$ cat src/rtl/pws_pkg.sv
`timescale 1ns / 1ps

package pws_pkg;

   localparam int WEIGHT_W    = 16;
   localparam int SCORE_W     = 21;
   localparam int POS_W       = 16;
   localparam int CHAR_W      = 8;
   localparam int INDEX_W     = 7;
   localparam int COL_W       = 5;
   localparam int BASE_W      = 2;
   localparam int LEN_W       = 6;
   localparam int SPAN_W      = 18;
   localparam int CSR_INDEX_W = 2;
   localparam int CSR_DATA_W  = 16;

   localparam logic signed [SCORE_W-1:0] SCORE_HI = SCORE_W'(1048575);
   localparam logic signed [SCORE_W-1:0] SCORE_LO = SCORE_W'(-1048576);

   localparam logic [CSR_INDEX_W-1:0] CSR_MOTIF_LENGTH = 2'd0;
   localparam logic [CSR_INDEX_W-1:0] CSR_FRONT_SKIP   = 2'd1;
   localparam logic [CSR_INDEX_W-1:0] CSR_BACK_SKIP    = 2'd2;
   localparam logic [CSR_INDEX_W-1:0] CSR_SEQ_LENGTH   = 2'd3;

   localparam logic MODE_LOAD_WEIGHT = 1'b0;
   localparam logic MODE_PUSH_CHAR   = 1'b1;

   localparam logic [CHAR_W-1:0] CHAR_A_UP = 8'h41;
   localparam logic [CHAR_W-1:0] CHAR_A_LO = 8'h61;
   localparam logic [CHAR_W-1:0] CHAR_G_UP = 8'h47;
   localparam logic [CHAR_W-1:0] CHAR_G_LO = 8'h67;
   localparam logic [CHAR_W-1:0] CHAR_C_UP = 8'h43;
   localparam logic [CHAR_W-1:0] CHAR_C_LO = 8'h63;
   localparam logic [CHAR_W-1:0] CHAR_T_UP = 8'h54;
   localparam logic [CHAR_W-1:0] CHAR_T_LO = 8'h74;

   localparam logic [BASE_W-1:0] BASE_A = 2'd0;
   localparam logic [BASE_W-1:0] BASE_G = 2'd1;
   localparam logic [BASE_W-1:0] BASE_C = 2'd2;
   localparam logic [BASE_W-1:0] BASE_T = 2'd3;

   typedef struct packed {
      logic              hit;
      logic [BASE_W-1:0] code;
   } base_type;

   typedef struct packed {
      logic                       shift;
      logic                       weight_we;
      logic [COL_W-1:0]           weight_col;
      logic [BASE_W-1:0]          weight_base;
      logic signed [WEIGHT_W-1:0] weight_value;
      base_type                   base;
      logic [LEN_W-1:0]           len;
   } chain_ctrl_type;

   typedef struct packed {
      logic                     load;
      logic                     shift;
      logic [POS_W-1:0]         position;
      logic [LEN_W-1:0]         len;
      logic [POS_W-1:0]         front_skip;
      logic signed [SPAN_W-1:0] win_hi;
   } drain_ctrl_type;

   function automatic base_type base_decode(input logic [CHAR_W-1:0] ch);
      base_type result;
      result.hit = 1'b1;
      case (ch)
         CHAR_A_UP, CHAR_A_LO: result.code = BASE_A;
         CHAR_G_UP, CHAR_G_LO: result.code = BASE_G;
         CHAR_C_UP, CHAR_C_LO: result.code = BASE_C;
         CHAR_T_UP, CHAR_T_LO: result.code = BASE_T;
         default: begin
            result.hit  = 1'b0;
            result.code = BASE_A;
         end
      endcase
      return result;
   endfunction

   function automatic logic window_scored(input logic signed [SPAN_W-1:0] start,
                                          input logic [POS_W-1:0] front_skip,
                                          input logic signed [SPAN_W-1:0] win_hi);
      logic signed [SPAN_W-1:0] lo;
      lo = $signed({2'b00, front_skip});
      return (start >= lo) && (start < win_hi);
   endfunction

   function automatic logic [POS_W-1:0] window_offset(input logic signed [SPAN_W-1:0] start,
                                                      input logic [POS_W-1:0] front_skip);
      logic signed [SPAN_W-1:0] diff;
      diff = start - $signed({2'b00, front_skip});
      return diff[POS_W-1:0];
   endfunction

endpackage

$ cat src/rtl/pws_cell.sv
`timescale 1ns / 1ps

module pws_cell import pws_pkg::*; #(
   parameter int INDEX = 0,
   parameter int SUM_W = 21
) (
   input  logic                    clock,
   input  chain_ctrl_type          ctrl,
   input  logic signed [SUM_W-1:0] sum_prev,
   output logic signed [SUM_W-1:0] sum_out
);

   logic signed [WEIGHT_W-1:0] weight_ff [4];
   logic signed [SUM_W-1:0]    sum_ff;
   logic signed [SUM_W-1:0]    sum_in;
   logic signed [WEIGHT_W-1:0] addend;
   logic                       active;

   always_comb begin
      active = int'(ctrl.len) > INDEX;
      addend = (ctrl.base.hit && active) ? weight_ff[ctrl.base.code] : '0;
      sum_in = sum_prev + SUM_W'(addend);
   end

   always_ff @(posedge clock) begin
      if (ctrl.weight_we && (int'(ctrl.weight_col) == INDEX)) begin
         weight_ff[ctrl.weight_base] <= ctrl.weight_value;
      end
      if (ctrl.shift) begin
         sum_ff <= sum_in;
      end
   end

   assign sum_out = sum_ff;

endmodule

$ cat config.mk
export PLATFORM = sky130hd
export DESIGN_NAME = pws_cell
export DESIGN_NICKNAME = d
export VERILOG_FILES = /design/src/rtl/pws_pkg.sv /design/src/rtl/pws_cell.sv
export SDC_FILE = /design/constraint.sdc
export NUM_CORES = 1
export LEC_CHECK = 0
export ABC_AREA = 1
export BUFFER_PORTS_ARGS = -buffer_cell sky130_fd_sc_hd__clkbuf_2
export CORE_ASPECT_RATIO = 1.1
export CORE_MARGIN = 2
export CORE_UTILIZATION = 35
export CTS_CLUSTER_DIAMETER = 100
export DETAILED_ROUTE_END_ITERATION = 10
export MAX_ROUTING_LAYER = met4
export PLACE_DENSITY = 0.57
export SYNTH_ARGS = -nofsm -noshare
export SYNTH_HDL_FRONTEND = slang
export SYNTH_SLANG_ARGS = --single-unit
export TNS_END_PERCENT = 1
$ cat constraint.sdc
create_clock -name clock -period 5.13 [get_ports clock]
set_clock_uncertainty 0.1 [all_clocks]
set_input_delay 0 -clock clock [delete_from_list [all_inputs] [get_ports clock]]
set_output_delay 0 -clock clock [all_outputs]
set_load 0.02 [all_outputs]
==> results of run 1 <==
-- cell families after synthesis --
group,Yosys count,synth area share [%]
simple gates,236,22.74
flops,85,56.57
compound gates,63,7.293
buf+inv,60,5.269
fa+ha+maj,21,5.990
xor+xnor,11,2.135
-- state kept, by name, summed over array words and instances, names as in the netlist --
| name | cells |
|---|---|
| weight_ff | 64 |
| sum_out | 21 |
-- cell usage after synthesis (all sizes together) --
| library cell | n | share of area [%] |
|---|---|---|
| o21bai | 4 | 0.67 |
| nand2 | 110 | 9.4 |
| xnor2 | 2 | 0.39 |
| ha | 20 | 5.5 |
| nand4 | 3 | 0.42 |
| edfxtp | 85 | 57 |
| nand3b | 2 | 0.33 |
| a21oi | 30 | 3.3 |
| buf | 8 | 0.94 |
| a221oi | 1 | 0.19 |
| nor2 | 84 | 7.6 |
| xor2 | 9 | 1.7 |
| o21ai | 28 | 3.1 |
| and2 | 2 | 0.33 |
| nand3 | 28 | 3.8 |
| inv | 49 | 4.1 |
| clkbuf | 3 | 0.25 |
| fa | 1 | 0.44 |
| nor3 | 4 | 0.44 |
| nor4 | 3 | 0.42 |
-- stage by stage --
step / setup slack [ns] / util [%] / cells
CTS: 2.579 / 44.21 / 736
global placement: 2.335 / 40.39 / 702
finish: 2.576 / 44.21 / 736
detailed placement: 2.252 / 40.39 / 702
floorplan: 3.024 / - / 476
global route: 2.289 / 44.21 / 736
-- critical path, cell delays in order --
cell      delay, ns
clkbuf_2       0.54
inv_2          0.37
o21ai_0        0.30
a21oi_1        0.13
ha_1           0.40
nand2_1        0.15
inv_1          0.09
nand2_1        0.07
and2_1         0.16
nor2_1         0.05
nor2_1         0.12
nand2_1        0.06
nand2_1        0.05
nand2_1        0.05
-- per-layer routing --
layer  track usage (%)  vias up  wire length (µm)
met2             26.88       81              5108
met1             17.89     1515              4176
met5                 -        -                 0
met3             2.353       11               368
met4             6.402        0               198
li1                  -     1794                 -
-- power by group through the flow --
| stage | logic, mW | registers [mW] | clock network (mW) |
|---|---|---|---|
| global placement | 0.269 | 0.817 | 0 |
| CTS | 0.285 | 0.803 | 0.663 |
| global route | 0.318 | 0.803 | 0.692 |
| detailed placement | 0.272 | 0.818 | 0 |
| finish | 0.282 | 0.802 | 0.646 |
| floorplan | 0.155 | 0.846 | 0 |
-- final timing paths --
| kind | cells past startpoint | slack (ns) | start | end |
|---|---|---|---|---|
| min | 5 | -0.001 | sum_prev[20] | sum_out[20] |
| max | 14 | 2.58 | ctrl[6] | sum_out[15] |
| max reg2reg | 13 | 2.71 | weight_ff[2][15] | sum_out[20] |
| min reg2reg | 3 | 0.78 | weight_ff[2][0] | sum_out[0] |
-- layout make-up --
| class | instances | area share, % |
|---|---|---|
| Clock buffer | 9 | 4.047 |
| Clock inverter | 7 | 1.349 |
| Inverter | 49 | 3.305 |
| Multi-Input combinational cell | 331 | 31.29 |
| Sequential cell | 85 | 45.86 |
| Tap cell | 157 | 3.530 |
| Timing Repair Buffer | 98 | 10.61 |
==> results.txt, run 1 <==
Worst-margin pin slew: 0.7301 ns
Most common cell after layout, fill and taps aside: nand2_1
Layout cells sized above 1: 20.90%
H-tree depth: 3
Final min period: 2.554 ns
# nets final: 651
Footprint of the multi-input gates: 1742 µm²
Core Area: 12,590 µm²
Total power: 1.731 mW
First-pass GRT wire length: 15,920 µm
Power density over cell area: 311.0 nW/µm²
HPWL Detailed: 7134 µm
Root buffer cell: clkbuf_16
Crit path kind: primary input to register
Largest net degree at the start of global routing: 36
Clk buf depth: 2
CP Max Fanout: 35
Clk_lat worst skew: 0.34 ns
Reg clk slew, reported paths: 0.06 ns
Starting density of the core: 35.84%
Violated checks: hold timing
Final hold violations: 1
Final period util: 49.79%
Worst path required time: 5.13 ns
Placement Cell Area: 5085 µm²
Syn Nets: 553
Post-route ant nets: 0
CP Capture Type: register
Gate power share: 16.3%
Total Wirelength: 9852 µm
Vias in the first global route: 3,250
Pleak: 2.435 nW
Cell count after synthesis: 476
Final Setup Violations: 0
Highest-count cells in the layout ignoring fill and taps: 105 x nand2_1, 85 x edfxtp_1, 79 x nor2_1, 76 x clkbuf_2, 44 x inv_1
Fillers: 1,244
Routed vias/inst: 4.621
Total GRT Usage: 15.39%
Yosys warning count: 0
Syn Std Cell Area: 4512 µm²
VDD IR max: 0.1277 mV
Pint: 1.279 mW
Initial antenna violation count: 0
Ant. Diodes: 0
Total congestion overflow: 0
Clock sink count: 85
Die Y: 123.1 µm
IO Count: 77
PortBufs: 76
Cell variety after synth: 27
Post-cts sizing count: 0
Area Overhead vs Synth: 23.35%
Final hold slack: -0.001354 ns
DR vias: 3,401
Final slew viol count: 0
FF+latch count, synth: 85
Maximum clock frequency: 0.3915 GHz
FP Rows: 43
CTS buffer count: 9
Clock power frac: 37.3%
Sequential share of power: 46.4%
TNS Setup: 0 ns
Final estimated routing congestion in global placement: 0.8541
CTS tree: built
Hold/Removal Path Class: primary input to register
Die X: 112.3 µm
Post-route cell area: 5565 µm²
RSZ-0062 raised after global routing: no
Startpoint types: primary input
Synthesized area per cell: 9.479 µm²
Sw Ratio: 26.09%
Total die area: 13,820 µm²
Cts hold-fix bufs: 18
1st-iter DRT viols: 180
Wire length per cell: 13.39 µm
Max Cap Viol: 0
DR pass1 iterations: 4
Slew margin rel.: 51.21%
Sequential area share after synthesis: 56.57%
NetSw: 451.5 µW
Arrival @ worst endpoint: 2.55 ns
Post-CTS Setup Bufs: 0
Seq. cell area: 2552 µm²
Result of the run: finished, violations left
DR DRC count: 0
Note: power is estimated with default switching activity, not from simulation.
==> run 2, diff against run 1 <==
PLACE_DENSITY = 0.59   (was 0.57)
clock period = 2.2 ns   (was 5.13 ns; I/O delays follow)
==> results.txt, run 2 (synthesis gave the netlist of run 1 again) <==
Total power: 4.198 mW (+140%)
Starting density of the core: 35.84% (unchanged)
Total congestion overflow: 0 (unchanged)
Placement Cell Area: 5360 µm² (+5.4%)
Top layer in use: met4
Root buffer cell: clkbuf_16
Clk buf depth: 2 (unchanged)
Max Cap Viol: 0 (unchanged)
Maximum clock frequency: 0.4360 GHz
CP Max Fanout: 6 (-83%)
Worst-margin pin slew: 0.5446 ns (-0.1855 ns)
Total GRT Usage: 16.14% (+0.75 points)
Violated checks: setup timing
CP Cell Sequence: nor2_1 -> nor2_1 -> nand2_1 -> nand2_1 -> nand2_1 -> inv_1 -> ha_1 -> nand2_1 -> nor4_1 -> nand2_1 -> nand3_1 -> nand2_1
Most common cell after layout, fill and taps aside: nand2_1
Power density over cell area: 713.6 nW/µm² (+130%)
DR vias: 3,668 (+7.9%)
CTS buffer count: 9 (unchanged)
Die Y: 123.1 µm (unchanged)
Routed wl met2: 5530 µm (+8.3%)
PortBufs: 76 (unchanged)
DR DRC count: 0 (unchanged)
First-pass GRT wire length: 16,560 µm (+4.0%)
Final estimated routing congestion in global placement: 0.8840 (+3.5%)
Initial antenna violation count: 0 (unchanged)
Slew margin rel.: 63.70% (+12 points)
Routed vias/inst: 4.789 (+3.6%)
Arrival @ worst endpoint: 2.29 ns (-0.26 ns)
Final slew viol count: 0 (unchanged)
RSZ-0062 raised after global routing: yes
Pleak: 2.603 nW (+6.9%)
Reg with most FFs: weight_ff
Final Setup Violations: 5 (+5)
Final min period: 2.294 ns
Post-CTS Setup Bufs: 0 (unchanged)
VDD IR max: 0.4350 mV (+240%)
Result of the run: finished, violations left
HPWL Detailed: 7792 µm (+9.2%)
Number of buffer and inverter stages on the critical path: 1 (-2)
Worst path max stage delay: 0.39 ns (-0.15 ns)
Layout cells sized above 1: 26.44% (+5.5 points)
Cell mode on critical path: nand2_1
Post-route cell area: 5883 µm² (+5.7%)
Vias in the first global route: 3,564 (+9.7%)
DR pass1 iterations: 10 (+6)
CP top delay family: simple AND/OR/NAND/NOR gates
Total die area: 13,820 µm² (unchanged)
Post-route ant nets: 0 (unchanged)
Crit path kind: register to register
CP Capture Type: register
Max reg flops: 64 (unchanged)
Wire length per cell: 13.81 µm (+3.1%)
Largest net degree at the start of global routing: 27 (-25%)
Die X: 112.3 µm (unchanged)
Startpoint types: register
Final hold violations: 0 (-1)
DR WL met3: 372 µm (+1.1%)
FP Rows: 43 (unchanged)
Hold/Removal Path Class: primary input to register
Area Overhead vs Synth: 30.39%
Clock sink count: 85 (unchanged)
H-tree depth: 3 (unchanged)
IO Count: 77 (unchanged)
# nets final: 681 (+4.6%)
Setup ws final: -0.09372 ns (-2.669 ns)
Final period util: 104.3%
Core Area: 12,590 µm² (unchanged)
Clk_lat worst skew: 0.35 ns (about the same)
Worst path required time: 2.20 ns (-2.93 ns)
1st-iter DRT viols: 138 (-23%)
Reg clk slew, reported paths: 0.07 ns (about the same)
Place WS: -0.1490 ns (-2.401 ns)
CTS tree: built
Slowest CP cell: ha_1
Highest-count cells in the layout ignoring fill and taps: 104 x nand2_1, 85 x edfxtp_1, 79 x nor2_1, 76 x clkbuf_2, 44 x inv_1
Total Wirelength: 10,580 µm (+7.3%)
Ant. Diodes: 0 (unchanged)
Wl on met1: 4352 µm (+4.2%)
## run 2: cell count changes in the layout (fill, tap and decap cells not counted), sizes merged
cell,change
buf,+30
clkinvlp,-1
clkinv,-2
inv,+3
## run 2: final cells by class
type / instances / area (µm²)
Sequential cell: 85 / 2552
Tap cell: 157 / 196.4
Multi-Input combinational cell: 331 / 1779
Fill cell: 1225 / 6706
Inverter: 49 / 183.9
Clock buffer: 9 / 225.2
Timing Repair Buffer: 128 / 865.8
Clock inverter: 7 / 80.08
## run 2: path summary, 6_finish.rpt
| path | start | endpoint | cells after the start | slack (ns) |
|---|---|---|---|---|
| max reg2reg | weight_ff[2][15] | sum_out[17] | 12 | -0.09 |
| min reg2reg | weight_ff[0][0] | sum_out[0] | 3 | 0.83 |
| max | weight_ff[2][15] | sum_out[17] | 12 | -0.09 |
| min | sum_prev[20] | sum_out[20] | 5 | 0.03 |
## run 2: per-stage QoR
stage	TNS, ns	instances	hold slack [ns]	utilization [%]
final	-0.3355	766	0.02990	46.73
after global routing	-2.456	766	0.04208	46.73
after CTS	-0.2339	766	0.01691	46.47
after detailed placement	-1.090	732	0.1205	42.58
after global placement	-0.5274	732	0.1151	42.58
after floorplan	0	476	-0.001131	-
## run 2: what timing repair did
| item | 4_1_cts | 5_1_grt |
|---|---|---|
| endpoints found under the setup margin | 8 | 17 |
| resized for setup | 2 | 8 |
| pin swaps | 0 | 4 |
| hold buffers | 18 | 0 |
| endpoints found under the hold margin | 66 | 0 |
| cloned | 0 | 0 |
## run 2: report_power, final
part / internal [mW] / total, mW / switching (mW)
sequential: 1.86 / 1.87 / 0.0134
combinational: 0.314 / 0.759 / 0.445
clock: 0.898 / 1.57 / 0.671
total: 3.07 / 4.20 / 1.13
## run 2: layer usage
metal / track usage, % / up-vias
met2: 29.52 / 83
met3: 2.843 / 28
met4: 7.698 / 0
met5: - / -
li1: - / 1859
met1: 16.99 / 1698
## run 2: tightest hold or removal path, delay by kind of cell
kind | cells | cell delay [ns]
AND/OR/NAND/NOR | 4 | 0.25
buffers and inverters | 1 | 0.11
==> run 3, diff against run 2 <==
BUFFER_PORTS_ARGS = default   (was -buffer_cell sky130_fd_sc_hd__clkbuf_2)
CORE_UTILIZATION = 23   (was 35)
DONT_BUFFER_PORTS = 1   (was default)
PLACE_DENSITY = 0.39   (was 0.59)
clock period = 2.17 ns   (was 2.2 ns; I/O delays follow)
==> results.txt, run 3 (synthesis gave the netlist of run 1 again) <==
Most common cell after layout, fill and taps aside: edfxtp_1
Clock sink count: 85 (unchanged)
Starting density of the core: 23.54% (-12 points)
Sequential share of power: 46.5% (+2.0 points)
Final period util: 96.97% (-7.3 points)
Slew margin rel.: 32.23% (-31 points)
Root buffer cell: clkbuf_16
Startpoint types: register
Vias in the first global route: 3,325 (-6.7%)
Die Y: 150.9 µm (+23%)
Max reg flops: 64 (unchanged)
DR vias: 3,359 (-8.4%)
HPWL Detailed: 8567 µm (+9.9%)
First-pass GRT wire length: 17,860 µm (+7.9%)
Routed vias/inst: 4.204 (-12%)
CP Cell Sequence: a21oi_2 -> a221oi_2 -> ha_2 -> fa_2 -> nand3_2 -> nand3_4 -> nand2_2 -> nand2_2 -> nand3_2 -> nand2_1 -> nand2_1 -> nand2_1
Hold depth: 3 (-2)
Clk_lat worst skew: 0.34 ns (about the same)
Die X: 137.5 µm (+23%)
DR DRC count: 0 (unchanged)
IO Count: 77 (unchanged)
Layout cells sized above 1: 31.94% (+5.5 points)
Power density over cell area: 686.0 nW/µm² (-3.9%)
Final hold slack: 0.004867 ns (-0.02504 ns)
Reg with most FFs: weight_ff
Cell mode on critical path: nand2_1
Maximum clock frequency: 0.4752 GHz (+9.0%)
Clk buf depth: 2 (unchanged)
Total Wirelength: 11,690 µm (+11%)
Hold/Removal Path Class: primary input to register
Crit path kind: register to register
FP Rows: 53 (+23%)
Total GRT Usage: 11.96% (-4.2 points)
CP top delay family: adder cells
Worst path required time: 2.18 ns (-0.02 ns)
Total congestion overflow: 0 (unchanged)
Initial antenna violation count: 1 (+1)
CP Capture Type: register
Pleak: 2.383 nW (-8.4%)
Pint: 3.054 mW (-0.50%)
Area Overhead vs Synth: 36.91%
DR pass1 iterations: 4 (-6)
CTS tree: built
Final slew viol count: 0 (unchanged)
RSZ-0062 raised after global routing: yes
Final min period: 2.104 ns (-0.1895 ns)
Slowest CP cell: edfxtp_1
Post-route ant nets: 0 (unchanged)
Core Area: 19,160 µm² (+52%)
Worst-margin pin slew: 1.013 ns (+0.4687 ns)
CP Max Fanout: 5 (-1)
NetSw: 1.184 mW (+4.8%)
# nets final: 623 (-8.5%)
Total die area: 20,750 µm² (+50%)
Gate power share: 18.3% (+0.2 points)
Largest net degree at the start of global routing: 36 (+33%)
R2R cell count: 12 (unchanged)
PortBufs: 0 (-100%)
VDD IR max: 0.2862 mV (-34%)
Wire length per cell: 14.63 µm (+6.0%)
Max Cap Viol: 0 (unchanged)
Sw Ratio: 27.94% (+1.0 points)
Fillers: 1,919 (+57%)
CTS buffer count: 9 (unchanged)
Highest-count cells in the layout ignoring fill and taps: 85 x edfxtp_1, 77 x nand2_1, 72 x nor2_1, 42 x buf_4, 40 x inv_1
Final hold violations: 0 (unchanged)
Final estimated routing congestion in global placement: 0.8203 (-7.2%)
Worst path max stage delay: 0.39 ns (about the same)
Number of buffer and inverter stages on the critical path: 0 (-1)
H-tree depth: 3 (unchanged)
Reg clk slew, reported paths: 0.07 ns (about the same)
Final Setup Violations: 0 (-5)
Result of the run: finished clean
1st-iter DRT viols: 139 (+0.72%)
Total power: 4.237 mW (+0.93%)
Clock power frac: 35.2% (-2.2 points)
Crit path depth: 12 (unchanged)
Arrival @ worst endpoint: 2.11 ns (-0.18 ns)
## run 3: cell types whose count changed in the layout (fill, tap and decap cells not counted), moves of 15 or more
cell	change
clkbuf_2	-76
nand2_1	-27
nand2_2	+22
a21oi_1	-19
a21oi_2	+18
ha_4	+16
ha_1	-15
o21ai_0	-15
o21ai_1	+15
## run 3: worst reg2reg max path, stage by stage (launching register included)
cell and delay (ns):
edfxtp_1 0.39, a21oi_2 0.16, a221oi_2 0.08, ha_2 0.20
fa_2 0.39, nand3_2 0.12, nand3_4 0.09, nand2_2 0.07
nand2_2 0.06, nand3_2 0.07, nand2_1 0.05, nand2_1 0.05
nand2_1 0.04
## run 3: worst paths after layout
kind | from | to | slack, ns
worst min register to register | weight_ff[2][0] | sum_out[0] | 0.80
worst max register to register | weight_ff[3][0] | sum_out[16] | 0.07
worst min-delay path | sum_prev[5] | sum_out[5] | 0.005
worst max-delay path | weight_ff[3][0] | sum_out[16] | 0.07
## run 3: repair_timing
action                                  in CTS  in global routing
pin swaps                                   13                 67
hold buffers                                22                  1
endpoints found under the hold margin      131                  1
gates resized for setup                     21                105
endpoints found under the setup margin      11                 17
buffers inserted                             2                  6
## run 3: layer usage
metal / GRT usage (%) / up-vias / wire length, µm
li1: - / 1740 / -
met1: 14.19 / 1548 / 5037
met2: 20.47 / 64 / 6023
met3: 2.510 / 7 / 503
met4: 3.402 / 0 / 124
met5: - / - / 0
## run 3: area by class of cell
| type | count | area (µm²) | area share [%] |
|---|---|---|---|
| Multi-Input combinational cell | 331 | 2216 | 35.87 |
| Clock buffer | 10 | 229.0 | 3.707 |
| Sequential cell | 85 | 2552 | 41.32 |
| Clock inverter | 6 | 51.30 | 0.8305 |
| Timing Repair Buffer | 70 | 628.1 | 10.17 |
| Inverter | 49 | 188.9 | 3.059 |
| Tap cell | 247 | 309.0 | 5.003 |
| Antenna cell | 1 | 2.502 | 0.04051 |
## run 3: power groups by stage
stage | Combinational, mW | Sequential, mW | Clock, mW
after floorplan | 0.366 | 2.00 | 0
after global placement | 0.551 | 2.01 | 0
after detailed placement | 0.550 | 2.01 | 0
after CTS | 0.638 | 1.97 | 1.55
after global routing | 0.866 | 1.98 | 1.61
final | 0.775 | 1.97 | 1.49
## run 3: stage by stage
stage	TNS [ns]	utilization (%)	cells	setup WS [ns]	instance area, µm²
finish	0	32.23	799	0.06577	6177
CTS	-0.06061	29.88	791	-0.01666	5725
floorplan	0	-	476	0.06443	4512
global route	-0.6532	32.23	799	-0.09173	6177
detailed placement	-0.5643	26.64	751	-0.1388	5105
global placement	-0.5817	26.64	751	-0.1474	5105
