## src/rtl/pws_pkg.sv

```systemverilog
`timescale 1ns / 1ps

package pws_pkg;

   localparam int WEIGHT_W    = 16;
   localparam int SCORE_W     = 21;
   localparam int POS_W       = 16;
   localparam int CHAR_W      = 8;
   localparam int INDEX_W     = 7;
   localparam int COL_W       = 5;
   localparam int BASE_W      = 2;
   localparam int LEN_W       = 6;
   localparam int SPAN_W      = 18;
   localparam int CSR_INDEX_W = 2;
   localparam int CSR_DATA_W  = 16;

   localparam logic signed [SCORE_W-1:0] SCORE_HI = SCORE_W'(1048575);
   localparam logic signed [SCORE_W-1:0] SCORE_LO = SCORE_W'(-1048576);

   localparam logic [CSR_INDEX_W-1:0] CSR_MOTIF_LENGTH = 2'd0;
   localparam logic [CSR_INDEX_W-1:0] CSR_FRONT_SKIP   = 2'd1;
   localparam logic [CSR_INDEX_W-1:0] CSR_BACK_SKIP    = 2'd2;
   localparam logic [CSR_INDEX_W-1:0] CSR_SEQ_LENGTH   = 2'd3;

   localparam logic MODE_LOAD_WEIGHT = 1'b0;
   localparam logic MODE_PUSH_CHAR   = 1'b1;

   localparam logic [CHAR_W-1:0] CHAR_A_UP = 8'h41;
   localparam logic [CHAR_W-1:0] CHAR_A_LO = 8'h61;
   localparam logic [CHAR_W-1:0] CHAR_G_UP = 8'h47;
   localparam logic [CHAR_W-1:0] CHAR_G_LO = 8'h67;
   localparam logic [CHAR_W-1:0] CHAR_C_UP = 8'h43;
   localparam logic [CHAR_W-1:0] CHAR_C_LO = 8'h63;
   localparam logic [CHAR_W-1:0] CHAR_T_UP = 8'h54;
   localparam logic [CHAR_W-1:0] CHAR_T_LO = 8'h74;

   localparam logic [BASE_W-1:0] BASE_A = 2'd0;
   localparam logic [BASE_W-1:0] BASE_G = 2'd1;
   localparam logic [BASE_W-1:0] BASE_C = 2'd2;
   localparam logic [BASE_W-1:0] BASE_T = 2'd3;

   typedef struct packed {
      logic              hit;
      logic [BASE_W-1:0] code;
   } base_type;

   typedef struct packed {
      logic                       shift;
      logic                       weight_we;
      logic [COL_W-1:0]           weight_col;
      logic [BASE_W-1:0]          weight_base;
      logic signed [WEIGHT_W-1:0] weight_value;
      base_type                   base;
      logic [LEN_W-1:0]           len;
   } chain_ctrl_type;

   typedef struct packed {
      logic                     load;
      logic                     shift;
      logic [POS_W-1:0]         position;
      logic [LEN_W-1:0]         len;
      logic [POS_W-1:0]         front_skip;
      logic signed [SPAN_W-1:0] win_hi;
   } drain_ctrl_type;

   function automatic base_type base_decode(input logic [CHAR_W-1:0] ch);
      base_type result;
      result.hit = 1'b1;
      case (ch)
         CHAR_A_UP, CHAR_A_LO: result.code = BASE_A;
         CHAR_G_UP, CHAR_G_LO: result.code = BASE_G;
         CHAR_C_UP, CHAR_C_LO: result.code = BASE_C;
         CHAR_T_UP, CHAR_T_LO: result.code = BASE_T;
         default: begin
            result.hit  = 1'b0;
            result.code = BASE_A;
         end
      endcase
      return result;
   endfunction

   function automatic logic window_scored(input logic signed [SPAN_W-1:0] start,
                                          input logic [POS_W-1:0] front_skip,
                                          input logic signed [SPAN_W-1:0] win_hi);
      logic signed [SPAN_W-1:0] lo;
      lo = $signed({2'b00, front_skip});
      return (start >= lo) && (start < win_hi);
   endfunction

   function automatic logic [POS_W-1:0] window_offset(input logic signed [SPAN_W-1:0] start,
                                                      input logic [POS_W-1:0] front_skip);
      logic signed [SPAN_W-1:0] diff;
      diff = start - $signed({2'b00, front_skip});
      return diff[POS_W-1:0];
   endfunction

endpackage

```

## src/rtl/pws_drain_cell.sv

```systemverilog
`timescale 1ns / 1ps

module pws_drain_cell import pws_pkg::*; #(
   parameter int INDEX = 0,
   parameter int SUM_W = 21
) (
   input  logic                    clock,
   input  logic                    reset,
   input  drain_ctrl_type          ctrl,
   input  logic signed [SUM_W-1:0] load_sum,
   input  logic                    prev_valid,
   input  logic signed [SUM_W-1:0] prev_sum,
   input  logic [POS_W-1:0]        prev_pos,
   output logic                    load_hit,
   output logic                    valid_out,
   output logic signed [SUM_W-1:0] sum_out,
   output logic [POS_W-1:0]        pos_out
);

   logic                     valid_ff, valid_in;
   logic signed [SUM_W-1:0]  sum_ff, sum_in;
   logic [POS_W-1:0]         pos_ff, pos_in;
   logic signed [SPAN_W-1:0] start;

   always_comb begin
      start    = $signed({2'b00, ctrl.position}) - SPAN_W'(INDEX);
      load_hit = (int'(ctrl.len) > INDEX + 1) && window_scored(start, ctrl.front_skip, ctrl.win_hi);
      valid_in = valid_ff;
      sum_in   = sum_ff;
      pos_in   = pos_ff;
      if (ctrl.load) begin
         valid_in = load_hit;
         sum_in   = load_sum;
         pos_in   = window_offset(start, ctrl.front_skip);
      end else if (ctrl.shift) begin
         valid_in = prev_valid;
         sum_in   = prev_sum;
         pos_in   = prev_pos;
      end
   end

   always_ff @(posedge clock) begin
      if (reset) begin
         valid_ff <= 1'b0;
      end else begin
         valid_ff <= valid_in;
      end
   end

   always_ff @(posedge clock) begin
      sum_ff <= sum_in;
      pos_ff <= pos_in;
   end

   assign valid_out = valid_ff;
   assign sum_out   = sum_ff;
   assign pos_out   = pos_ff;

endmodule
```

## config.mk

```make
export PLATFORM = sky130hd
export DESIGN_NAME = pws_drain_cell
export DESIGN_NICKNAME = d
export VERILOG_FILES = /design/src/rtl/pws_pkg.sv /design/src/rtl/pws_drain_cell.sv
export SDC_FILE = /design/constraint.sdc
export NUM_CORES = 1
export LEC_CHECK = 0
export BUFFER_PORTS_ARGS = -buffer_cell sky130_fd_sc_hd__buf_2
export CORE_AREA = 2 2 86 88
export CTS_BUF_LIST = sky130_fd_sc_hd__clkbuf_8
export DETAILED_ROUTE_END_ITERATION = 12
export DIE_AREA = 0 0 88 90
export GPL_ROUTABILITY_DRIVEN = 0
export PLACE_DENSITY = 0.82
export SLEW_MARGIN = 20
export SYNTH_ARGS = -nofsm -noshare
export SYNTH_HDL_FRONTEND = slang
export SYNTH_SLANG_ARGS = --single-unit
```

## constraint.sdc

```tcl
create_clock -name clock -period 2.4 [get_ports clock]
set_clock_uncertainty 0.2 [all_clocks]
set_input_delay 0.36 -clock clock [delete_from_list [all_inputs] [get_ports clock]]
set_output_delay 0.36 -clock clock [all_outputs]
set_load 0.005 [all_outputs]
```

==> results.sh, run 1 <==
export IMPL_status="finished with violations"
export IMPL_violations="negative setup slack"
export IMPL_combPwrFrac_pct=30.3
export IMPL_p_seq_share_pct=39.7
export IMPL_cts_tree="done"
export IMPL_syn_avg_cell_area_um2=10.54
export IMPL_slew_headroom_pct=43.03
export IMPL_crit_chain="buf_8, inv_4, ha_4, fa_2, nand2b_4, a21oi_4, a41oi_2, o21ai_1, and4_1, buf_2"
export IMPL_nets=603
export IMPL_synth_nets=421
export IMPL_drt_pass1_iterations=4
export IMPL_via_count=2623
export IMPL_grt_antenna_before_repair=1
export IMPL_vdd_drop_max_v=0.0002099
export IMPL_worstMarginPinSlew_ns=0.8546
export IMPL_hold_violations=0
export IMPL_drt_iter0_markers=70
export IMPL_synth_edf_count=37
export IMPL_seqCellArea_um2=1131
export IMPL_ys_warn_count=0
export IMPL_hold_class="input port to flip-flop"
export IMPL_die_w_um=88
export IMPL_start_util_pct=40.55
export IMPL_p_clk_share_pct=30.0
export IMPL_synthFlopType="edfxtp_1"
export IMPL_insertion_delay_ns=0.29
export IMPL_cap_violations=0
export IMPL_post_drt_via_cell_ratio=4.752
export IMPL_slowest_stage="fa_2"
export IMPL_period_share_pct=100.2
export IMPL_grt_max_degree=38
export IMPL_synth_async_reset_ratio_pct=0
export IMPL_core_um2=7020
export IMPL_p_per_area_nw_per_um2=520.5
export IMPL_ctsRootBufferMaster="clkbuf_8"
export IMPL_rsz0062_at_grt="yes"
export IMPL_finalMaxSlewViolations=0
export IMPL_crit_path_max_fanout=2
export IMPL_dieArea_um2=7920
export IMPL_grt_pass1_vias=2461
export IMPL_wl_um=7197
export IMPL_wire_per_inst_um=13.04
export IMPL_synth_cells=270
export IMPL_critPathKind="input port to primary output"
export IMPL_p_sw_share_pct=25.51
export IMPL_crit_required_ns=1.84
export IMPL_setup_worst_path_start_class="input port"
export IMPL_area_growth_pct=44.84
export IMPL_cts_sinks=38
export IMPL_p_switching_w=0.0005474
export IMPL_synth_seq_cells=38
export IMPL_max_freq_mhz=415.6
export IMPL_ys_seq_area_share_pct=39.74
export IMPL_ant_nets=0
export IMPL_n_fill_cell=621
export IMPL_hpwl_um=6061
export IMPL_tns_ns=-0.005968
export IMPL_grt_usage_pct=17.20
export IMPL_intPower_w=0.001598
export IMPL_pin_count=158
export IMPL_cp_end_kind="primary output"
export IMPL_cts_hold_buf=0
export IMPL_clock_path_buffers=2
export IMPL_pre_cts_ws_ns=-0.2389
export IMPL_layout_drive_gt1_share_pct=52.98
export IMPL_arrival_ns=1.85
export IMPL_cellLeakagePower_nw=2.051
export IMPL_port_buffers=156
export IMPL_synth_cell_type_count=49
export IMPL_fin_crit_ns=2.406
export IMPL_synthesis_area_um2=2846
export IMPL_synthTopCellsByArea="edfxtp_1, ha_1, mux2_2, inv_1, a21oi_1"
export IMPL_setup_viol=1
export IMPL_synth_top_area_share_pct=39.03
export IMPL_cpPeakStageDelay_ns=0.34
export IMPL_cts_buffers=5
export IMPL_clk_pin_slew_ns=0.08
export IMPL_synthTopCellsByCount="edfxtp_1, inv_1, mux2_2, ha_1, nand2_1"
export IMPL_route_detailed_drc=0
export IMPL_cts_max_level=2
export IMPL_r2r_slack_ns=1.48
export IMPL_rows=31
export IMPL_multi_input_area_um2=1589
export IMPL_gr_total_overflow=0
export IMPL_antenna_cells=0
export IMPL_fin_ws_ns=-0.005968
export IMPL_synth_largest_area_cell="edfxtp_1"
export IMPL_fp_dieH_um=90
export IMPL_grt_pass1_wl_um=10920
-- what timing repair did --
item,in CTS,in global routing
setup endpoints to repair,1,1
pin swaps,5,5
hold endpoints to repair,0,0
buffers inserted,2,1
gates resized for setup,9,5
-- worst max-delay path: cells and delay by family --
kind                       cells  cell delay, ns
AOI/OAI and AO/OA              3            0.39
adders and majority gates      2            0.49
buffers and inverters          3            0.22
and+or+nand+nor                2            0.37
-- state kept, by name, summed over array words and instances (netlist names) --
register   cells
sum_out       21
pos_out       16
valid_out      1
-- final timing paths --
path,to,depth (start not counted),start
max reg2reg,valid_out,3,valid_out
min,valid_out,3,reset
max,load_hit,10,ctrl[40]
min reg2reg,valid_out,3,valid_out
-- through the flow --
step / std cells / area [µm²] / util [%] / total power, W / hold slack (ns)
2_1_floorplan: 270 / 2853 / - / 0.001191 / 0.3146
3_3_place_gp: 541 / 3901 / 55.57 / 0.001474 / 0.4038
3_5_place_dp: 541 / 3901 / 55.57 / 0.001497 / 0.4136
4_1_cts: 551 / 4099 / 58.39 / 0.002163 / 0.1048
5_1_grt: 552 / 4123 / 58.72 / 0.002266 / 0.1350
6_report: 552 / 4123 / 58.72 / 0.002146 / 0.1121
-- final cells by class --
type                            count  share of cell area [%]
Sequential cell                    38                   27.44
Clock buffer                        5                   1.669
Clock inverter                      3                   1.669
Tap cell                           99                   3.005
Timing Repair Buffer              183                   24.25
Inverter                           37                   3.429
Multi-Input combinational cell    187                   38.54
-- power by group through the flow --
| stage | Combinational (W) | Sequential (W) | Clock, W |
|---|---|---|---|
| 2_1_floorplan | 0.000309 | 0.000882 | 0 |
| 3_3_place_gp | 0.000608 | 0.000866 | 0 |
| 3_5_place_dp | 0.000626 | 0.000870 | 0 |
| 4_1_cts | 0.000649 | 0.000855 | 0.000659 |
| 5_1_grt | 0.000723 | 0.000863 | 0.000680 |
| 6_report | 0.000650 | 0.000853 | 0.000643 |
-- kinds of logic (layout without fill, tap and decap cells) --
group / after synthesis / count (layout) / share of synthesized area, %
AOI/OAI and AO/OA: 53 / 53 / 12.84
xor gates and xnor gates: 10 / 10 / 3.077
adders and majority gates: 32 / 32 / 14.33
buffers and inverters: 45 / 228 / 6.154
DFF: 38 / 38 / 39.74
muxes: 33 / 33 / 13.01
and+or+nand+nor: 59 / 59 / 10.86
-- cells in the final DEF, fill, tap and decap left out, types with 2 or more instances in the layout --
master	synthesis	routed
buf_2	5	154
edfxtp_1	37	37
inv_1	37	36
mux2_2	32	32
ha_1	31	30
buf_4	0	27
nand2_1	16	16
a21oi_1	15	14
nor2_1	10	10
o21ai_0	8	7
nand4_1	7	7
nand3_1	6	6
a21o_1	6	6
xnor2_1	6	6
a21oi_2	5	5
clkbuf_8	0	5
or3_1	4	4
xor2_1	4	4
and4_1	2	2
nor2b_1	2	2
o2111ai_1	2	2
or4_1	2	2
a31oi_1	2	2
a211oi_1	2	2
bufinv_16	0	2
-- metal layers --
| metal | vias to the layer above | GRT usage (%) | routed length [µm] |
|---|---|---|---|
| met4 | 2 | 5.000 | 85 |
| met2 | 102 | 31.31 | 3606 |
| met3 | 8 | 2.663 | 445 |
| met1 | 1157 | 20.36 | 3049 |
| li1 | 1354 | - | - |
| met5 | - | 0 | 10 |
Power figures use the tool's default switching activity.
==> run 2, diff against run 1 <==
--- a/config.mk
+++ b/config.mk
@@ -12,6 +12,7 @@
 export DIE_AREA = 0 0 88 90
 export GPL_ROUTABILITY_DRIVEN = 0
 export PLACE_DENSITY = 0.82
+export REMOVE_ABC_BUFFERS = 1
 export SLEW_MARGIN = 20
 export SYNTH_ARGS = -nofsm -noshare
 export SYNTH_HDL_FRONTEND = slang
==> results.sh, run 2 (synthesis gave the netlist of run 1 again) <==
export IMPL_status="finished clean"
export IMPL_placedCellCount=545
export IMPL_wl_met1_um=3012
export IMPL_antenna_cells=0
export IMPL_port_buffers=156
export IMPL_route_detailed_drc=0
export IMPL_p_seq_share_pct=43.7
export IMPL_period_share_pct=97.34
export IMPL_vdd_drop_max_v=0.0002001
export IMPL_fp_dieH_um=90
export IMPL_wire_per_inst_um=13.02
export IMPL_grt_max_degree=38
export IMPL_cts_buffers=5
export IMPL_multi_input_area_um2=1598
export IMPL_critPathKind="input port to primary output"
export IMPL_fin_ws_ns=0.06381
export IMPL_most_common_layout_cells="buf_2, edfxtp_1, inv_1, mux2_2, buf_4"
export IMPL_worstSetupStartpoint="ctrl[40]"
export IMPL_area_growth_pct=44.31
export IMPL_grt_usage_pct=17.75
export IMPL_intPower_w=0.001415
export IMPL_insertion_delay_ns=0.28
export IMPL_ctsRootBufferMaster="clkbuf_8"
export IMPL_hpwl_um=6003
export IMPL_via_count=2672
export IMPL_clock_path_buffers=2
export IMPL_reg2reg_from="valid_out"
export IMPL_maxUsedRoutingLayer="met4"
export IMPL_layout_drive_gt1_share_pct=53.29
export IMPL_cts_sinks=38
export IMPL_nets=606
export IMPL_max_freq_mhz=428.0
export IMPL_setup_worst_path_start_class="input port"
export IMPL_p_switching_w=0.0005378
export IMPL_min_from="reset"
export IMPL_slew_headroom_pct=41.91
export IMPL_die_w_um=88
export IMPL_worstMarginPinSlew_ns=0.8713
export IMPL_p_clk_share_pct=22.7
export IMPL_rsz0062_at_grt="yes"
export IMPL_crit_required_ns=1.84
export IMPL_hold_violations=0
export IMPL_pre_cts_ws_ns=-0.2826
export IMPL_wl_met3_um=472
export IMPL_seqCellArea_um2=1131
export IMPL_wl_met2_um=3629
export IMPL_fin_hold_ws_ns=0.1128
export IMPL_p_sw_share_pct=27.54
export IMPL_dieArea_um2=7920
export IMPL_post_drt_via_cell_ratio=4.814
export IMPL_power_w=0.001952
export IMPL_tns_ns=0
export IMPL_setup_viol=0
export IMPL_fin_crit_ns=2.336
export IMPL_combPwrFrac_pct=33.7
export IMPL_finalMaxSlewViolations=0
export IMPL_ant_nets=0
export IMPL_grt_antenna_before_repair=0
export IMPL_cts_hold_buf=0
export IMPL_cellLeakagePower_nw=2.049
export IMPL_rows=31
export IMPL_arrival_ns=1.78
export IMPL_p_per_area_nw_per_um2=475.3
export IMPL_cap_violations=0
export IMPL_mostFrequentLayoutCell="buf_2"
export IMPL_wl_um=7224
export IMPL_n_fill_cell=624
export IMPL_cts_tree="done"
export IMPL_gr_total_overflow=0
export IMPL_grt_pass1_wl_um=11410
export IMPL_clk_pin_slew_ns=0.07
export IMPL_drt_pass1_iterations=4
export IMPL_cts_max_level=2
export IMPL_start_util_pct=40.55
export IMPL_core_um2=7020
export IMPL_crit_path_max_fanout=2
export IMPL_hold_class="input port to flip-flop"
export IMPL_cp_end_kind="primary output"
export IMPL_drt_iter0_markers=56
export IMPL_pin_count=158
export IMPL_grt_pass1_vias=2684
export IMPL_largest_reg_flops=21
export IMPL_layout_cells_non_filler=555
==> run 2: changes by cell type in the layout (fill, tap and decap cells not counted), sizes merged <==
cell | before | now
buf | 183 | 186
bufinv | 2 | 0
clkbuf | 5 | 6
inv | 37 | 38
==> run 2: critical path: stages <==
cell	delay, ns
buf_8	0.07
inv_4	0.03
ha_4	0.15
fa_2	0.35
nand2b_4	0.15
a21oi_4	0.14
a41oi_2	0.05
o21ai_1	0.14
and4_1	0.21
buf_2	0.12
==> run 2: path summary, 6_finish.rpt <==
kind,endpoint,slack [ns],cells after the start
worst max-delay path,load_hit,0.06,10
worst min-delay path,valid_out,0.11,3
worst max register to register,valid_out,1.49,3
worst min register to register,valid_out,0.43,3
==> run 2: area by class of cell <==
| type | count | area share [%] |
|---|---|---|
| multi-input cells | 187 | 38.90 |
| clock buffers | 6 | 2.010 |
| repair buffers | 186 | 24.89 |
| flip-flops and latches | 38 | 27.54 |
| inverters | 37 | 3.442 |
| clock inverters | 2 | 0.2132 |
| well taps | 99 | 3.016 |
==> run 2: per-layer routing <==
metal  vias up  GRT usage [%]
li1       1356              -
met1      1192          20.85
met2       113          33.02
met3        11          2.112
met4         0          5.000
met5         -              0
==> run 2: through the flow <==
step                cell area, µm²  util [%]
floorplan                     2810         -
global placement              3925     55.91
detailed placement            3925     55.91
CTS                           4060     57.83
global route                  4108     58.51
finish                        4108     58.51
==> run 2: timing repair <==
action                                 CTS  global route
setup endpoints to repair                1             3
gates resized for setup                  7             9
setup buffers                            2             0
pin swaps                                6             5
endpoints found under the hold margin    0             0
==> run 2: power by group through the flow <==
| stage | logic (W) | registers, W | clock network, W |
|---|---|---|---|
| final | 0.000658 | 0.000852 | 0.000442 |
| after global routing | 0.000732 | 0.000863 | 0.000481 |
| after CTS | 0.000650 | 0.000854 | 0.000457 |
| after detailed placement | 0.000633 | 0.000869 | 0 |
| after global placement | 0.000613 | 0.000866 | 0 |
| after floorplan | 0.000296 | 0.000882 | 0 |
==> run 3, diff against run 2 <==
--- a/config.mk
+++ b/config.mk
@@ -6,10 +6,10 @@
 export NUM_CORES = 1
 export LEC_CHECK = 0
 export BUFFER_PORTS_ARGS = -buffer_cell sky130_fd_sc_hd__buf_2
-export CORE_AREA = 2 2 86 88
+export CORE_AREA = 2 2 96 79
 export CTS_BUF_LIST = sky130_fd_sc_hd__clkbuf_8
 export DETAILED_ROUTE_END_ITERATION = 12
-export DIE_AREA = 0 0 88 90
+export DIE_AREA = 0 0 98 81
 export GPL_ROUTABILITY_DRIVEN = 0
 export PLACE_DENSITY = 0.82
 export REMOVE_ABC_BUFFERS = 1
==> results.sh, run 3 (synthesis gave the netlist of run 1 again) <==
export IMPL_status="finished clean"
export IMPL_p_sw_share_pct=27.96
export IMPL_vdd_drop_max_v=0.0002139
export IMPL_area_growth_pct=41.54
export IMPL_p_seq_share_pct=44.8
export IMPL_layout_cells_non_filler=540
export IMPL_period_share_pct=99.62
export IMPL_hold_violations=0
export IMPL_placedCellCount=530
export IMPL_cts_hold_buf=0
export IMPL_cts_max_level=2
export IMPL_hold_class="input port to flip-flop"
export IMPL_cp_num_buf_inv=3
export IMPL_max_freq_mhz=418.3
export IMPL_pre_cts_ws_ns=-0.2983
export IMPL_crit_chain="buf_6, inv_4, ha_4, fa_2, nand2b_4, a21oi_4, a41oi_2, o21ai_2, and4_1, buf_2"
export IMPL_crit_family="adder cells"
export IMPL_most_common_layout_cells="buf_2, inv_1, edfxtp_1, mux2_2, ha_1"
export IMPL_setup_worst_path_start_class="input port"
export IMPL_post_drt_via_cell_ratio=4.946
export IMPL_die_w_um=98
export IMPL_design_area_um2=4029
export IMPL_critPathKind="input port to primary output"
export IMPL_wire_per_inst_um=13.81
export IMPL_drt_pass1_iterations=4
export IMPL_drt_iter0_markers=114
export IMPL_core_um2=7112
export IMPL_p_switching_w=0.0005322
export IMPL_ctsRootBufferMaster="clkbuf_8"
export IMPL_antenna_cells=0
export IMPL_pin_count=158
export IMPL_rows=28
export IMPL_insertion_delay_ns=0.28
export IMPL_grt_antenna_before_repair=0
export IMPL_intPower_w=0.001372
export IMPL_fin_ws_ns=0.009168
export IMPL_largest_reg_flops=21
export IMPL_grt_pass1_vias=2481
export IMPL_layout_drive_gt1_share_pct=52.22
export IMPL_clk_pin_slew_ns=0.07
export IMPL_via_count=2671
export IMPL_cap_violations=0
export IMPL_dieArea_um2=7938
export IMPL_cts_buffers=5
export IMPL_rsz0062_at_grt="yes"
export IMPL_worstMarginPinSlew_ns=0.4068
export IMPL_fp_dieH_um=81
export IMPL_grt_pass1_wl_um=11430
export IMPL_p_clk_share_pct=21.0
export IMPL_gr_total_overflow=0
export IMPL_fin_util_pct=56.65
export IMPL_start_util_pct=40.02
export IMPL_placed_cell_area_um2=3869
export IMPL_route_detailed_drc=0
export IMPL_mostFrequentLayoutCell="buf_2"
export IMPL_arrival_ns=1.83
export IMPL_cellLeakagePower_nw=2.014
export IMPL_crit_path_max_fanout=2
export IMPL_slowest_stage="fa_2"
export IMPL_combPwrFrac_pct=34.2
export IMPL_grt_usage_pct=17.81
export IMPL_setup_viol=0
export IMPL_clock_path_buffers=2
export IMPL_slew_headroom_pct=72.85
export IMPL_ant_nets=0
export IMPL_cts_tree="done"
export IMPL_cpPeakStageDelay_ns=0.36
export IMPL_crit_required_ns=1.84
export IMPL_p_per_area_nw_per_um2=472.6
export IMPL_grt_max_degree=27
export IMPL_hpwl_um=6372
export IMPL_fin_crit_ns=2.391
export IMPL_wl_um=7460
export IMPL_cp_end_kind="primary output"
export IMPL_nets=600
export IMPL_port_buffers=156
export IMPL_n_fill_cell=666
export IMPL_finalMaxSlewViolations=0
export IMPL_cts_sinks=38
==> run 3: repair_timing <==
action / CTS / global route
pin swaps: 5 / 2
gates resized for setup: 10 / 4
buffers inserted: 2 / 0
endpoints found under the setup margin: 2 / 4
==> run 3: path summary, 6_finish.rpt <==
path | from | endpoint | slack, ns | cells after the start
max | ctrl[40] | load_hit | 0.009 | 10
min | reset | valid_out | 0.13 | 3
min reg2reg | valid_out | valid_out | 0.43 | 3
max reg2reg | valid_out | valid_out | 1.47 | 3
==> run 3: final cells by class <==
class	instances	area, µm²	area share (%)
inverter	37	141.4	3.509
clock buffer	5	68.82	1.708
clock inverter	3	12.51	0.3106
tap	90	112.6	2.795
timing repair buffer	180	973.4	24.16
sequential	38	1131	28.07
multi-input combinational	187	1589	39.44
==> run 3: worst register-to-register path: stages (launching register included) <==
cell	delay, ns
dfxtp_1	0.31
mux2i_1	0.11
a21oi_1	0.09
o21a_1	0.12
==> run 3: per-stage QoR <==
stage / TNS [ns] / hold WS [ns] / power (W)
finish: 0 / 0.1330 / 0.001904
global route: -0.08014 / 0.1407 / 0.002022
CTS: -0.01103 / 0.1213 / 0.001916
detailed placement: -1.192 / 0.4193 / 0.001497
global placement: -0.8864 / 0.4121 / 0.001475
floorplan: -0.04305 / 0.3146 / 0.001178
==> run 3: metal layers <==
metal	vias to the layer above	wire, µm	GRT usage, %
met5	-	0	0
met4	0	85	4.583
met3	7	549	2.582
met2	121	3514	31.64
met1	1199	3311	23.06
li1	1344	-	-
==> run 3: power by group through the flow <==
stage	logic [W]	registers, W	clock network [W]
3_3_place_gp	0.000607	0.000868	0
5_1_grt	0.000721	0.000861	0.000440
3_5_place_dp	0.000627	0.000870	0
6_report	0.000650	0.000853	0.000401
4_1_cts	0.000647	0.000855	0.000414
2_1_floorplan	0.000296	0.000882	0
